<file path="src/design/tdpt_pkg.sv">
package tdpt_pkg;

  localparam int unsigned NumberWidth = 31;
  localparam int unsigned InDataWidth = ((NumberWidth + 7) / 8) * 8;
  localparam int unsigned OutDataWidth = 8;
  // odd divisors stay at or just above sqrt(2^NumberWidth)
  localparam int unsigned DivWidth = NumberWidth / 2 + 2;
  // square of the divisor, one step past the square root at most
  localparam int unsigned SqWidth = NumberWidth + 1;
  localparam int unsigned CntWidth = $clog2(NumberWidth);

  typedef struct packed {
    logic done;
    logic zero;
  } rem_status_t;

endpackage

</file>
<file path="src/design/tdpt_rem.sv">
// Bit-serial restoring remainder: one dividend bit enters per cycle.
module tdpt_rem (
  input  logic                                clk_i,
  input  logic                                rst_ni,
  input  logic                                start_i,
  input  logic [tdpt_pkg::NumberWidth-1:0]    dividend_i,
  input  logic [tdpt_pkg::NumberWidth-1:0]    divisor_i,
  output tdpt_pkg::rem_status_t               status_o
);

  localparam int unsigned W = tdpt_pkg::NumberWidth;

  logic                              busy_q, busy_d;
  logic                              done_q, done_d;
  logic [tdpt_pkg::CntWidth-1:0]     cnt_q, cnt_d;
  logic [W-1:0]                      shift_q, shift_d;
  logic [W-1:0]                      rem_q, rem_d;
  logic [W-1:0]                      div_q, div_d;
  logic [W:0]                        trial;
  logic [W:0]                        diff;

  assign trial = {rem_q, shift_q[W-1]};
  assign diff  = trial - {1'b0, div_q};

  always_comb begin
    busy_d  = busy_q;
    done_d  = 1'b0;
    cnt_d   = cnt_q;
    shift_d = shift_q;
    rem_d   = rem_q;
    div_d   = div_q;
    if (start_i) begin
      busy_d  = 1'b1;
      cnt_d   = tdpt_pkg::CntWidth'(W - 1);
      shift_d = dividend_i;
      rem_d   = '0;
      div_d   = divisor_i;
    end else if (busy_q) begin
      shift_d = {shift_q[W-2:0], 1'b0};
      // no borrow: the trial value holds at least one divisor
      rem_d   = diff[W] ? trial[W-1:0] : diff[W-1:0];
      cnt_d   = cnt_q - 1'b1;
      if (cnt_q == '0) begin
        busy_d = 1'b0;
        done_d = 1'b1;
      end
    end
  end

  always_ff @(posedge clk_i or negedge rst_ni) begin
    if (!rst_ni) begin
      busy_q <= 1'b0;
      done_q <= 1'b0;
      cnt_q  <= '0;
    end else begin
      busy_q <= busy_d;
      done_q <= done_d;
      cnt_q  <= cnt_d;
    end
  end

  always_ff @(posedge clk_i) begin
    shift_q <= shift_d;
    rem_q   <= rem_d;
    div_q   <= div_d;
  end

  assign status_o.done = done_q;
  assign status_o.zero = (rem_q == '0);

endmodule

</file>
<file path="config.mk">
export PLATFORM = sky130hd
export DESIGN_NAME = tdpt_rem
export DESIGN_NICKNAME = d
export VERILOG_FILES = /design/src/design/tdpt_pkg.sv /design/src/design/tdpt_rem.sv
export SDC_FILE = /design/constraint.sdc
export NUM_CORES = 1
export LEC_CHECK = 0
export BUFFER_PORTS_ARGS = -buffer_cell sky130_fd_sc_hd__buf_2
export CELL_PAD_IN_SITES_DETAIL_PLACEMENT = 2
export CELL_PAD_IN_SITES_GLOBAL_PLACEMENT = 2
export CORE_AREA = 2 2 130 132
export DETAILED_ROUTE_END_ITERATION = 16
export DIE_AREA = 0 0 132 134
export GPL_ROUTABILITY_DRIVEN = 0
export PLACE_DENSITY = 0.86
export SKIP_LAST_GASP = 1
export SLEW_MARGIN = 5
export SYNTH_ARGS = -nofsm -noshare
export SYNTH_HDL_FRONTEND = slang
export SYNTH_SLANG_ARGS = --single-unit
</file>
<file path="constraint.sdc">
create_clock -name clk_i -period 3.5 [get_ports clk_i]
set_input_delay 0.35 -clock clk_i [delete_from_list [all_inputs] [get_ports clk_i]]
set_output_delay 0.35 -clock clk_i [all_outputs]
set_load 0.01 [all_outputs]
</file>
==> impl_metrics.csv <==
group,metric,value,unit
placed_design,dp.final_hpwl,14.3,mm
floorplanning,die-area,17700,sq um
setup_path,slowest_delay,0.43,ns
layout,drive_gt1_frac,0.223,
routing,num_vias,5137,
placed_design,place_ws,0.206,ns
timing,fin_ws,0.277,ns
floorplanning,die_h,134,um
floorplanning,rows,47,
clock_tree,h-tree-depth,3,
synthesis,yosysWarningCount,0,
floorplanning,core-area,16300,sq um
synthesis,synth.distinct_cells,71,
grt,antenna_found_initial,0,
synthesis,synth-seq-area-share,0.434,
routing,antenna_left,0,
pwr,powerDensity,404,nW/um^2
pwr,p_leak,2.87,nW
routing,drc,0,
layout,antenna_cells,0,
pwr,vdd_ir_drop_max,0.215,mV
setup_path,path_max_fanout,3,
timing,hold_violations,0,
layout,nets,777,
placed_design,placed_area,6670,sq um
clock_tree,cts.path.max_buffers,2,
timing,fmax,310,MHz
timing,slew_viol_final,0,
setup_path,worstPathArrival,3.48,ns
timing,max-slew-margin-rel,0.467,
synthesis,synth.net_count,720,
synthesis,ys_ff_latch,100,
grt,grt_pass1_vias,5672,
routing,drt-pass1-iter-count,4,
clock_tree,clock-sinks,100,
setup_path,critical_path_class,"flip-flop to flip-flop",
synthesis,synth_top_area_share,0.304,
synthesis,synth_area_per_cell,9.86,sq um
routing,detail_route.wirelength,19.9,mm
clock_tree,cts_tree,"yes",
setup_path,end_kind,"flip-flop",
setup_path,crit_chain,"inv_1 > ha_1 > inv_1 > fa_1 > a211oi_2 > nor2_1 > a2111oi_1 > buf_4 > o211ai_1 > nand2_1 > o311a_1 > xor2_1 > nor4_1 > o31a_1",
synthesis,synth_edf_count,62,
synthesis,async_reset_ff_frac,0.0700,
setup_path,cp-start-kind,"flip-flop",
placed_design,portBuffers,66,
routing,via_per_inst,5.69,
grt,grt-ovfl-total,0,
synthesis,synthesis.area,6120,sq um
routing,wl_per_cell,22.0,um
setup_path,cpMaxStageDelayCell,"fa_1",
layout,fill_cells,1763,
synthesis,syn_inst,621,
setup_path,cpMostUsedCell,"inv_1",
timing,setup_violations,0,
grt,grt_max_degree,40,
synthesis,synth_top_area_cell,"edfxtp_1",
outcome,status,"finished, final reports clean",
floorplanning,start_util,0.376,
timing,fin_crit,3.22,ns
flow_run,drv_cap,0,
layout,regArea,2660,sq um
setup_path,required,3.76,ns
synthesis,synthTopCellsByArea,"edfxtp_1 30%, dfxtp_1 10%, ha_1 6.7%, mux2_2 5.5%, xnor2_1 3.0%",
layout,stdcell_area,7010,sq um
setup_path,cp.buffers_inverters,3,
floorplanning,io_pins,67,
clock_tree,clk_pin_slew,0.08,ns
timing,fin_crit_sh,0.921,
timing,skew,0.0178,ns
clock_tree,clk_latency,0.37,ns
timing,worst_pin_slew,0.799,ns
synthesis,synthFlopType,"edfxtp_1",
layout,multi_input_area,3140,sq um
grt,grt_pass1_wl,31.8,mm
routing,drt_iter0_drc,288,
layout,postLayoutCoreUtil,0.430,
clock_tree,cts_setup_buffers,0,
grt,grt_use_total,0.230,
clock_tree,cts_buffers,9,
floorplanning,die_x,132,um
timing,fin_setup_tns,0,ns
clock_tree,root_buffer,"clkbuf_16",
timing,rsz0062_at_grt,"false",
setup_path,crit_family,"compound AO/OA/AOI/OAI gates",
layout,area.growth.synth_to_final,14.5,%
hold_path,worstHoldPathType,"primary input to flip-flop",
## cell type report
type | count | share of cell area
Inverter | 47 | 0.0252
Tap cell | 220 | 0.0393
Sequential cell | 100 | 0.379
Timing Repair Buffer | 79 | 0.0618
Multi-Input combinational cell | 441 | 0.449
Clock inverter | 7 | 0.0139
Clock buffer | 9 | 0.0321
## report_power, final
part           leakage, nW  internal (mW)  switching, mW
combinational         1.75          0.152          0.209
clock                0.159          0.581          0.524
sequential           0.957           1.33         0.0327
total                 2.87           2.06          0.766
## worst paths after layout
check | from | endpoint | slack, ns | depth (start not counted)
setup / recovery | shift_q[30] | rem_q[30] | 0.28 | 14
hold / removal | divisor_i[5] | div_q[5] | 0.15 | 1
setup reg to reg | shift_q[30] | rem_q[30] | 0.28 | 14
hold reg to reg | rem_q[11] | rem_q[11] | 0.54 | 2
max in group asynchronous | rst_ni | busy_q | 2.97 | 2
min in group asynchronous | rst_ni | cnt_q[3] | 0.35 | 2
## stage by stage
step / total power [mW] / hold WS [ns] / cells
2_1_floorplan: 1.61 / 0.0544 / 621
3_3_place_gp: 1.71 / 0.187 / 886
3_5_place_dp: 1.74 / 0.193 / 886
4_1_cts: 2.85 / 0.146 / 903
5_1_grt: 2.93 / 0.153 / 903
6_report: 2.83 / 0.152 / 903
## registers in the layout, indices dropped and copies added (netlist names)
name     count
rem_q       31
busy_q       1
div_q       31
done_q       1
cnt_q        5
shift_q     31
## worst reg2reg max path, cell delays in order, from the launching register on
cell and delay [ns]:
edfxtp_1 0.37, inv_1 0.12, ha_1 0.20, inv_1 0.06, fa_1 0.43, a211oi_2 0.29
nor2_1 0.11, a2111oi_1 0.35, buf_4 0.18, o211ai_1 0.09, nand2_1 0.12, o311a_1 0.19
xor2_1 0.20, nor4_1 0.09, o31a_1 0.31
## routing by layer
layer,routed length (um),vias to the layer above,share of wire,track usage
met4,389,0,0.020,0.0803
met5,0,-,0,0
met2,10500,92,0.53,0.426
met1,8450,2611,0.42,0.274
li1,-,2412,-,-
met3,550,22,0.028,0.0306
## synth_stat cells (6+ instances only)
cell type and n:
nor2b_1 9, nand2_1 40, dfrtp_1 7, a311oi_1 17, o21ai_1 11, nand4_1 9
a21oi_1 31, mux2_2 30, nor4_1 9, dfxtp_1 31, ha_1 33, edfxtp_1 62
a311oi_2 7, o21a_1 6, o21ai_0 35, nand3_1 31, clkbuf_1 17, xnor2_1 21
buf_2 12, nor3_1 7, a31oi_1 8, nor2_1 44, a21o_1 12, xor2_1 9
inv_1 46
## kinds of logic after synthesis
logic type	Yosys count	synth area share
compound gates	170	0.199
flops	100	0.434
fa+ha+maj	34	0.0707
buf+inv	80	0.0535
mux	31	0.0568
xor+xnor	30	0.0429
simple gates	176	0.143
## what timing repair did
item	4_1_cts	5_1_grt
hold endpoints to repair	7	0
resized for setup	0	2
hold buffers	1	0
setup endpoints to repair	0	2
## layout by cell type, fill, tap and decap left out, drive strengths merged, types with 31 or more instances in the layout
cell type	instances
ha	33
nand3	32
nor2	46
a21oi	35
inv	51
edfxtp	62
o21ai	48
buf	78
dfxtp	31
nand2	40
(Power assumes the default switching activity.)
